**src/sstt_pkg.sv**
```systemverilog
`default_nettype none

package sstt_pkg;

   localparam int TIMER_W = 32;
   localparam int AUTH_W  = 8;
   localparam int FUNC_W  = 3;
   localparam int CHAN_W  = 4;

   localparam logic [FUNC_W-1:0] FUNC_CONNECT      = 3'd0;
   localparam logic [FUNC_W-1:0] FUNC_DISCONNECT   = 3'd1;
   localparam logic [FUNC_W-1:0] FUNC_LINK_TICK    = 3'd2;
   localparam logic [FUNC_W-1:0] FUNC_SESSION_TICK = 3'd3;
   localparam logic [FUNC_W-1:0] FUNC_QUERY        = 3'd4;

   localparam logic [AUTH_W-1:0] AUTH_SYMMETRIC = 8'd2;

   localparam int SIDE_MASTER   = 0;
   localparam int SIDE_TERMINAL = 1;
   localparam int NUM_SIDES     = 2;

   // valid flag bits; the side bits line up with the side index
   localparam int VF_MASTER   = 0;
   localparam int VF_TERMINAL = 1;
   localparam int VF_TRM_SEC  = 2;
   localparam int VF_ANY      = 3;
   localparam int VF_W        = 4;

   typedef struct packed {
      logic [FUNC_W-1:0]  func;
      logic               side;
      logic [CHAN_W-1:0]  channel;
      logic [TIMER_W-1:0] link_timeout;
      logic [AUTH_W-1:0]  auth_code;
      logic [TIMER_W-1:0] session_time;
      logic               module_powered;
      logic               prog_enabled;
      logic               secure_override;
   } cmd_type;

   typedef struct packed {
      logic connected;
      logic master_valid;
      logic terminal_valid;
      logic terminal_secure_valid;
      logic any_valid;
      logic stop_module;
   } result_type;

endpackage

`default_nettype wire

```
**src/sstt_core.sv**
```systemverilog
`default_nettype none

module sstt_core
   import sstt_pkg::*;
#(
   parameter int NUM_PORTS = 4
) (
   input  wire logic       clock,
   input  wire logic       reset,
   input  wire logic       fire,
   input  wire cmd_type    cmd,
   output      result_type result
);

   logic [TIMER_W-1:0] link_ff    [NUM_SIDES][NUM_PORTS];
   logic [TIMER_W-1:0] link_in    [NUM_SIDES][NUM_PORTS];
   logic [TIMER_W-1:0] session_ff [NUM_SIDES];
   logic [TIMER_W-1:0] session_in [NUM_SIDES];
   logic [AUTH_W-1:0]  auth_ff    [NUM_SIDES];
   logic [AUTH_W-1:0]  auth_in    [NUM_SIDES];
   logic [VF_W-1:0]    flags_ff;
   logic [VF_W-1:0]    flags_in;

   logic               in_range;
   logic [TIMER_W-1:0] sel_link;
   logic               expire;
   logic               conn;
   logic               stop;

   assign in_range = {1'b0, cmd.channel} < (CHAN_W+1)'(NUM_PORTS);

   always_comb begin
      link_in    = link_ff;
      session_in = session_ff;
      auth_in    = auth_ff;
      flags_in   = flags_ff;
      sel_link   = '0;
      expire     = 1'b0;
      conn       = 1'b0;
      stop       = 1'b0;

      for (int p = 0; p < NUM_PORTS; p++) begin
         if (cmd.channel == CHAN_W'(p)) begin
            sel_link = link_ff[cmd.side][p];
         end
      end

      if (fire) begin
         unique case (cmd.func)
            FUNC_CONNECT: begin
               session_in[cmd.side] = cmd.session_time;
               flags_in[cmd.side]   = |cmd.session_time;
               for (int p = 0; p < NUM_PORTS; p++) begin
                  if (in_range && cmd.channel == CHAN_W'(p)) begin
                     link_in[cmd.side][p] = cmd.link_timeout;
                  end
               end
               auth_in[cmd.side] = cmd.auth_code;
               conn = 1'b1;
            end
            FUNC_DISCONNECT: begin
               for (int p = 0; p < NUM_PORTS; p++) begin
                  link_in[cmd.side][p] = '0;
               end
               auth_in[cmd.side] = '0;
            end
            FUNC_LINK_TICK: begin
               for (int sd = 0; sd < NUM_SIDES; sd++) begin
                  expire = 1'b0;
                  for (int p = 0; p < NUM_PORTS; p++) begin
                     if (link_ff[sd][p] != '0) begin
                        link_in[sd][p] = link_ff[sd][p] - TIMER_W'(1);
                        if (link_ff[sd][p] == TIMER_W'(1)) begin
                           expire = 1'b1;
                        end
                     end
                  end
                  if (expire && auth_ff[sd] == AUTH_SYMMETRIC) begin
                     session_in[sd] = '0;
                     flags_in[sd]   = 1'b0;
                     auth_in[sd]    = '0;
                  end
               end
            end
            FUNC_SESSION_TICK: begin
               for (int sd = 0; sd < NUM_SIDES; sd++) begin
                  if (session_ff[sd] != '0) begin
                     session_in[sd] = session_ff[sd] - TIMER_W'(1);
                     if (session_ff[sd] != TIMER_W'(1)) begin
                        flags_in[VF_ANY] = 1'b1;
                        flags_in[sd]     = 1'b1;
                        if (sd == SIDE_TERMINAL) begin
                           flags_in[VF_TRM_SEC] = 1'b0;
                        end
                     end else begin
                        for (int p = 0; p < NUM_PORTS; p++) begin
                           link_in[sd][p] = '0;
                        end
                        flags_in[sd] = 1'b0;
                        auth_in[sd]  = '0;
                     end
                  end
               end
               if (session_in[SIDE_MASTER] == '0 && session_in[SIDE_TERMINAL] == '0) begin
                  auth_in[SIDE_MASTER]   = '0;
                  auth_in[SIDE_TERMINAL] = '0;
                  flags_in               = '0;
                  stop = cmd.module_powered & ~cmd.prog_enabled;
               end
            end
            FUNC_QUERY: begin
               conn = cmd.secure_override |
                      (in_range & ((sel_link != '0) | (session_ff[cmd.side] != '0)));
            end
            default: begin
            end
         endcase
      end
   end

   assign result.connected             = conn;
   assign result.master_valid          = flags_in[VF_MASTER];
   assign result.terminal_valid        = flags_in[VF_TERMINAL];
   assign result.terminal_secure_valid = flags_in[VF_TRM_SEC];
   assign result.any_valid             = flags_in[VF_ANY];
   assign result.stop_module           = stop;

   always_ff @(posedge clock) begin
      if (reset) begin
         for (int sd = 0; sd < NUM_SIDES; sd++) begin
            for (int p = 0; p < NUM_PORTS; p++) begin
               link_ff[sd][p] <= '0;
            end
            session_ff[sd] <= '0;
            auth_ff[sd]    <= '0;
         end
         flags_ff <= '0;
      end else begin
         link_ff    <= link_in;
         session_ff <= session_in;
         auth_ff    <= auth_in;
         flags_ff   <= flags_in;
      end
   end

endmodule

`default_nettype wire

```
**src/secure_session_timeout_tracker.sv**
```systemverilog
// Session timeout tracker for the master and terminal sides of a secure link. Each
// transaction on the req_ channel (connect, disconnect, link tick, session tick or
// status query) gives exactly one transaction on the rsp_ channel, in order. A new
// transaction is taken every clock cycle while req_stall is low, and each passes through an
// input register and a result register. All link timers, both session timers and the
// auth codes sit in flip-flops and are updated in parallel by the logic between the
// two registers, so a tick costs the same as any other operation. Channel indexes at
// or above NUM_PORTS leave the link timers untouched on a connect and make a query
// fail unless the secure override is set.
`default_nettype none

module secure_session_timeout_tracker
   import sstt_pkg::*;
#(
   parameter int NUM_PORTS = 4
) (
   input  wire logic               clock,
   input  wire logic               reset,

   input  wire logic               req_valid,
   output      logic               req_stall,
   input  wire logic [FUNC_W-1:0]  req_func,
   input  wire logic               req_side,
   input  wire logic [CHAN_W-1:0]  req_channel,
   input  wire logic [TIMER_W-1:0] req_link_timeout,
   input  wire logic [AUTH_W-1:0]  req_auth_code,
   input  wire logic [TIMER_W-1:0] req_session_time,
   input  wire logic               req_module_powered,
   input  wire logic               req_prog_enabled,
   input  wire logic               req_secure_override,

   output      logic               rsp_valid,
   input  wire logic               rsp_stall,
   output      logic               rsp_connected,
   output      logic               rsp_master_valid,
   output      logic               rsp_terminal_valid,
   output      logic               rsp_terminal_secure_valid,
   output      logic               rsp_any_valid,
   output      logic               rsp_stop_module
);

   logic       s1_valid_ff;
   logic       s1_valid_in;
   cmd_type    s1_cmd_ff;
   logic       s1_advance;
   logic       req_accept;
   logic       rsp_valid_ff;
   logic       rsp_valid_in;
   result_type rsp_ff;
   result_type core_result;

   assign s1_advance  = s1_valid_ff & (~rsp_valid_ff | ~rsp_stall);
   assign req_stall   = s1_valid_ff & ~s1_advance;
   assign req_accept  = req_valid & ~req_stall;
   assign s1_valid_in = req_accept | (s1_valid_ff & ~s1_advance);
   assign rsp_valid_in = s1_advance | (rsp_valid_ff & rsp_stall);

   always_ff @(posedge clock) begin
      if (reset) begin
         s1_valid_ff  <= 1'b0;
         rsp_valid_ff <= 1'b0;
      end else begin
         s1_valid_ff  <= s1_valid_in;
         rsp_valid_ff <= rsp_valid_in;
      end
   end

   // input register
   always_ff @(posedge clock) begin
      if (req_accept) begin
         s1_cmd_ff.func            <= req_func;
         s1_cmd_ff.side            <= req_side;
         s1_cmd_ff.channel         <= req_channel;
         s1_cmd_ff.link_timeout    <= req_link_timeout;
         s1_cmd_ff.auth_code       <= req_auth_code;
         s1_cmd_ff.session_time    <= req_session_time;
         s1_cmd_ff.module_powered  <= req_module_powered;
         s1_cmd_ff.prog_enabled    <= req_prog_enabled;
         s1_cmd_ff.secure_override <= req_secure_override;
      end
   end

   sstt_core #(
      .NUM_PORTS (NUM_PORTS)
   ) u_core (
      .clock  (clock),
      .reset  (reset),
      .fire   (s1_advance),
      .cmd    (s1_cmd_ff),
      .result (core_result)
   );

   // result register
   always_ff @(posedge clock) begin
      if (s1_advance) begin
         rsp_ff <= core_result;
      end
   end

   assign rsp_valid                 = rsp_valid_ff;
   assign rsp_connected             = rsp_ff.connected;
   assign rsp_master_valid          = rsp_ff.master_valid;
   assign rsp_terminal_valid        = rsp_ff.terminal_valid;
   assign rsp_terminal_secure_valid = rsp_ff.terminal_secure_valid;
   assign rsp_any_valid             = rsp_ff.any_valid;
   assign rsp_stop_module           = rsp_ff.stop_module;

   a_stall_only_when_full: assert property (@(posedge clock) disable iff (reset)
      req_stall |-> (s1_valid_ff && rsp_valid_ff && rsp_stall))
      else $error("input stalled while pipeline has room");

   a_connect_succeeds: assert property (@(posedge clock) disable iff (reset)
      (s1_advance && s1_cmd_ff.func == FUNC_CONNECT) |=> (rsp_valid && rsp_connected))
      else $error("connect transaction did not report success");

   a_stop_clears_flags: assert property (@(posedge clock) disable iff (reset)
      (rsp_valid && rsp_stop_module) |->
         (!rsp_any_valid && !rsp_master_valid && !rsp_terminal_valid))
      else $error("stop request with valid flags still set");

   a_trm_sec_never_set: assert property (@(posedge clock) disable iff (reset)
      rsp_valid |-> !rsp_terminal_secure_valid)
      else $error("terminal secure valid flag raised");

endmodule

`default_nettype wire
```
**config.mk**
```make
export PLATFORM = sky130hd
export DESIGN_NAME = secure_session_timeout_tracker
export DESIGN_NICKNAME = d
export VERILOG_FILES = /design/src/sstt_pkg.sv /design/src/sstt_core.sv /design/src/secure_session_timeout_tracker.sv
export SDC_FILE = /design/constraint.sdc
export NUM_CORES = 2
export LEC_CHECK = 0
export ABC_AREA = 1
export ABC_CLOCK_PERIOD_IN_PS = 3300
export BUFFER_PORTS_ARGS = -buffer_cell sky130_fd_sc_hd__buf_2
export CORE_MARGIN = 1
export CORE_UTILIZATION = 40
export CTS_CLUSTER_DIAMETER = 200
export DETAILED_ROUTE_END_ITERATION = 6
export PLACE_DENSITY_LB_ADDON = 0.05
export SLEW_MARGIN = 20
export SYNTH_ARGS = -nofsm -noshare
export SYNTH_HDL_FRONTEND = slang
export SYNTH_SLANG_ARGS = --single-unit
```
**constraint.sdc**
```tcl
create_clock -name clock -period 3.3 [get_ports clock]
set_clock_uncertainty 0.05 [all_clocks]
set_input_delay 0.33 -clock clock [delete_from_list [all_inputs] [get_ports clock]]
set_output_delay 0.33 -clock clock [all_outputs]
set_load 0.02 [all_outputs]
```
# Yosys cells after proc, flatten, opt, wreduce, memory -nomap -nowiden
# Index checks and enable logic that the tools add are counted.
[totals]
regBits = 431
out_inout_bits = 8
inputBits = 87
[op_classes]
add_sub_neg = 10
mux = 105
n_reduce_logical = 41
n_bitwise = 27
eq_ne = 37
magnitude_cmp = 5
[op_table]
columns = ["operator", "count"]
rows = [
  ["$mux W256", 10],
  ["$and A256 B256 Y256", 4],
  ["$bwmux W256", 4],
  ["$mux W128", 8],
  ["$not A256 Y256", 4],
  ["$pmux W256 S4", 1],
  ["$mux W32", 25],
  ["$demux W128 S1", 4],
  ["$reduce_bool A32 Y1", 12],
  ["$sub A32 B1 Y32 const B", 10],
  ["$eq A32 B1 Y1 const B", 8],
  ["$pmux W64 S3", 1],
  ["$mux W96", 1],
  ["$bwmux W64", 1],
  ["$logic_not A32 Y1", 2],
  ["$mux W64", 1],
  ["$ne A32 B1 Y1 const B", 2],
  ["$pmux W16 S4", 1],
  ["$mux W8", 7],
  ["$reduce_and A5 Y1", 10],
  ["$demux W32 S1", 1],
  ["$reduce_or A32 Y1", 1],
  ["$mux W1", 28],
  ["$ne A2 B1 Y1 const B", 12],
  ["38 further kinds", 67],
]

# Longest topological paths before layout
[logic_depth]
depth_word = 20
mapped_depth = 19
mapped_depth_nobuf = 19

# Hierarchy
# From an unflattened synthesis, not the netlist that was laid out.
[unflattened]
hier_cells = 4589
area_unflattened_um2 = 29620.9
[modules_own_cells]
columns = ["mod", "seq_area_each_um2", "cells_each", "area_per_inst_um2", "n_inst"]
rows = [
  ["sstt_core", 6806.5, 4488, 26857.0, 1],
  ["secure_session_timeout_tracker", 2712.6, 101, 2763.9, 1],
]

# Least setup slack after synthesis
# OpenSTA, ideal clock, no wires.
[synth_path]
path_type = "register to register"
start = "reg rsp_valid_ff (netlist: rsp_valid)"
end = "reg s1_cmd_ff[0] (netlist name) (enable)"
synth_period_minus_slack_ns = 2.670
setup_ns = 0.437
setup_slack_ns = 0.630
arrival_ns = 2.183
stages_incl_launch_ff = 4
t_required_ns = 2.813
path_cell_list = "dfxtp_1 nand2_1 o21ai_0 inv_1"
[synth_via]
elab_chain_len = 7
[synth_rtl]
columns = ["item", "line", "rtl"]
rows = [
  ["from (decl)", "secure_session_timeout_tracker.sv:47", "logic rsp_valid_ff;"],
  ["from (signal assigned)", "secure_session_timeout_tracker.sv:64", "rsp_valid_ff <= rsp_valid_in;"],
  ["$not A1 Y1", "secure_session_timeout_tracker.sv:52", "assign s1_advance = s1_valid_ff & (~rsp_valid_ff | ~rsp_stall);"],
  ["$or A1 B1 Y1", "secure_session_timeout_tracker.sv:52", ""],
  ["$and A1 B1 Y1", "secure_session_timeout_tracker.sv:52", ""],
  ["$not A1 Y1", "secure_session_timeout_tracker.sv:53", "assign req_stall = s1_valid_ff & ~s1_advance;"],
  ["$and A1 B1 Y1", "secure_session_timeout_tracker.sv:53", ""],
  ["$not A1 Y1", "secure_session_timeout_tracker.sv:54", "assign req_accept = req_valid & ~req_stall;"],
  ["$and A1 B1 Y1", "secure_session_timeout_tracker.sv:54", ""],
  ["via req_accept", "secure_session_timeout_tracker.sv:46", "logic req_accept;"],
  ["to (decl)", "secure_session_timeout_tracker.sv:44", "cmd_type s1_cmd_ff;"],
]
# The timed path passes the listed nets, and every way through them passes these cells.
# A chain may end at the register's enable or synchronous reset.

==> flow_summary_export.csv <==
group,metric,value,unit
worst_setup_path,path_max_fanout,30,
worst_setup_path,reg2reg_slack,0.26,ns
floorplan,die_area,74300,um2
pwr,power_density,478.0,nW/um2
final_layout,synthToLayoutAreaGrowth,15.68,%
timing,hold_viol_final,0,
floorplan,die_w,272.6,um
placed_design,place_ws,0.2103,ns
detailed_routing,route.detailed.drc,0,
floorplan,initial_core_util,40.69,%
clocking,cts_sinks,431,
logic_synthesis,ys_ff_latch,431,
timing,slew_violations,0,
global_routing,grt_max_degree,95,
status,status,"finished clean",
timing,maxSlewHeadroom,37.10,%
worst_hold_path,hold-path-endpoint,"u_core.flags_ff[1]",
detailed_routing,drt_iter0_drc,3420,
detailed_routing,via_per_inst,5.816,
pwr,clkPwrFrac,37.8,%
logic_synthesis,synthArstFlopShare,0,%
detailed_routing,routed_wl,125.0,mm
worst_setup_path,r2r_cells,17,
pwr,netSwitchingPower,5824,uW
global_routing,grt_usage,32.88,%
floorplan,fp.dieH,272.6,um
placed_design,place_area,31240,um2
logic_synthesis,syn_area,29280,um2
logic_synthesis,synth_edf_count,89,
clocking,cts_buffer_depth,3,
pwr,p_seq_share,35.3,%
worst_setup_path,end_kind,"flip-flop",
worst_setup_path,crit_buf_inv,2,
worst_setup_path,slowest_stage,"dfxtp_1",
timing,tightest_slew,0.9336,ns
logic_synthesis,ys_types,66,
final_layout,final_area,33880,um2
floorplan,fp-row-count,98,
logic_synthesis,syn_nets,4635,
detailed_routing,antenna_left,0,
logic_synthesis,synthFlopType,"dfxtp_1",
worst_hold_path,min_path_type,"input port to flip-flop",
worst_setup_path,crit_type,"flip-flop to flip-flop",
flow_run,cap_viol_max_count,0,
placed_design,numPortBuffers,94,
timing,rsz0062_at_grt,"false",
global_routing,grt_overflow,0,
worst_setup_path,cpMostUsedCell,"nand2_1",
logic_synthesis,syn_inst,4523,
worst_setup_path,path_delay_family,"simple AND/OR/NAND/NOR gates",
logic_synthesis,avgSynthCellArea,6.475,um2
worst_setup_path,slowest_delay,0.35,ns
detailed_routing,drt_pre_antenna_iters,6,
timing,tns,0,ns
final_layout,drive_gt1_share,8.449,%
worst_hold_path,hold_depth,2,
timing,timing.final.crit_period,3.041,ns
clocking,clk_pin_slew,0.06,ns
worst_setup_path,worstPathArrival,3.49,ns
final_layout,fillers,7612,
pwr,p_sw_share,35.96,%
clocking,cts_htree_levels,2,
clocking,cts_root_buf,"clkbuf_16",
clocking,clock_latency,0.63,ns
detailed_routing,vias,32860,
placed_design,hpwl,90.08,mm
pwr,intPower,10370,uW
floorplan,io_pins,95,
worst_setup_path,cp.required,3.75,ns
final_layout,mostFrequentLayoutCell,"nand2_1",
clocking,tritoncts,"yes",
global_routing,grt_pass1_wl,188.4,mm
worst_hold_path,min_from,"reset",
placed_design,gp_congestion,0.9622,
timing,fmax,328.9,MHz
timing,min_period_over_period,92.14,%
logic_synthesis,ys_warn_count,0,
global_routing,antenna_found_initial,2,
pwr,peakVddDrop,435.6,uV
floorplan,fp.coreArea,71980,um2
detailed_routing,wl_per_cell,22.13,um
pwr,leakage,0.01428,uW
final_layout,nets,4770,
global_routing,grt_pass1_vias,30260,
worst_setup_path,startpoint_type,"flip-flop",
pwr,p_comb_share,26.8,%
clocking,cts_made_buffers,53,
worst_setup_path,worstPathCellList,"inv_1 -> ha_1 -> nand2_2 -> nor2_4 -> nand2_2 -> nor2_4 -> inv_4 -> nand2_1 -> nand2_1 -> nor2_1 -> nand2_1 -> nor2_1 -> nand3_4 -> nand2_4 -> nand2_2 -> nand2_1 -> a21oi_1",
timing,setup_viol,0,
timing,whs,0.04801,ns
timing,layout_setup_ws,0.2593,ns
logic_synthesis,ys_seq_area_share,32.51,%
final_layout,most-common-layout-cells,"nand2_1 (778), nor2_1 (584), inv_1 (499), o21ai_0 (439), a21oi_1 (376)",
clocking,postCtsSetupRepairBufs,0,
[synth_stat cells, types with 5 or more instances]
library cell  instances  area share (%)
inv_1               506             6.5
o32ai_1              17            0.51
a41oi_1               5            0.15
clkbuf_1            182             2.3
dfxtp_1             342              23
o22ai_1              88             1.9
xnor2_1              10            0.30
o21ai_0             441             7.5
a21oi_1             376             6.4
buf_1                18            0.23
nand2_2              11            0.24
o211ai_1             65             1.7
nor3_1              141             2.4
buf_2                28            0.48
nor3_2                6            0.21
o2111ai_1             7            0.21
clkinv_1              6           0.077
nor4_1               51             1.1
inv_2                 9            0.12
a311oi_1              5            0.15
o41ai_1               6            0.18
a32oi_1               9            0.27
a221oi_1             29            0.87
nand3b_1              5            0.13
a211oi_1             78             2.0
nand3_1             296             5.1
nor2_4                9            0.35
o31ai_1              16            0.41
o221ai_1             30            0.90
xor2_1               49             1.5
nor2_2               13            0.28
nor2_1              585             7.5
a31oi_1              43            0.92
o21ai_1               8            0.14
buf_6                 5            0.19
ha_1                 25             1.1
edfxtp_1             89             9.1
nand2_1             779              10
nand4_1              85             1.8
[final cells by class]
cell class	count	area, um2	share of cell area (%)
timing repair buffer	316	2544	7.508
clock buffer	68	1495	4.413
clock inverter	28	285.3	0.8421
multi-input combinational	3335	16870	49.81
inverter	521	1969	5.813
antenna	1	2.502	0.007387
sequential	431	9519	28.10
tap	950	1189	3.509
[through the flow]
step | cells | total power [uW] | util, %
after CTS | 5649 | 16210 | 47.06
after detailed placement | 5468 | 9995 | 43.40
after global routing | 5649 | 16920 | 47.06
final | 5650 | 16190 | 47.07
after global placement | 5468 | 9995 | 43.40
after floorplan | 4523 | 8558 | -
[worst reg2reg max path: cells and delay by family (launching register included)]
family / cells / cell delay [ns]
AND/OR/NAND/NOR: 13 / 1.88
flip-flops: 1 / 0.35
buffers and inverters: 2 / 0.29
adder cells (fa/ha/maj): 1 / 0.28
AO/OA/AOI/OAI: 1 / 0.05
[logic make-up (layout without fill, tap and decap cells)]
kind of cell / Yosys count / after routing / share of synthesized area (%)
and+or+nand+nor: 2002 / 2002 / 29.73
AOI/OAI and AO/OA: 1248 / 1248 / 24.91
buffers and inverters: 757 / 933 / 9.989
DFF: 431 / 431 / 32.51
xor gates and xnor gates: 59 / 59 / 1.765
adders and majority gates: 25 / 25 / 1.068
muxes: 1 / 1 / 0.03418
other: 0 / 1 / 0
[worst max-delay path by stage]
stage | depth (start not counted) | slack (ns) | end
finish | 17 | 0.26 | flip-flop
global route | 17 | 0.02 | flip-flop
CTS | 17 | 0.19 | flip-flop
detailed placement | 17 | 0.21 | flip-flop
global placement | 17 | 0.25 | flip-flop
floorplan | 3 | 0.63 | s1_cmd_ff[0]
[routing by layer]
metal / track usage, % / wire length [um] / up-vias
met1: 45.10 / 54620 / 15410
met2: 51.27 / 55010 / 1305
met4: 13.39 / 5382 / 0
met5: 0 / 0 / -
met3: 5.228 / 10040 / 241
li1: - / - / 15910
[power by group through the flow]
stage / Combinational, uW / Clock, uW / Sequential, uW
final: 4340 / 6130 / 5720
after CTS: 4260 / 6230 / 5720
after global placement: 4160 / 0 / 5830
after detailed placement: 4160 / 0 / 5830
after global routing: 4770 / 6410 / 5740
after floorplan: 2790 / 0 / 5760
[repair_timing]
action                     4_1_cts  5_1_grt
gates resized for setup          0        4
hold endpoints to repair        85        0
setup endpoints to repair        0       18
hold buffers                    85        0
(Power assumes the default switching activity.)
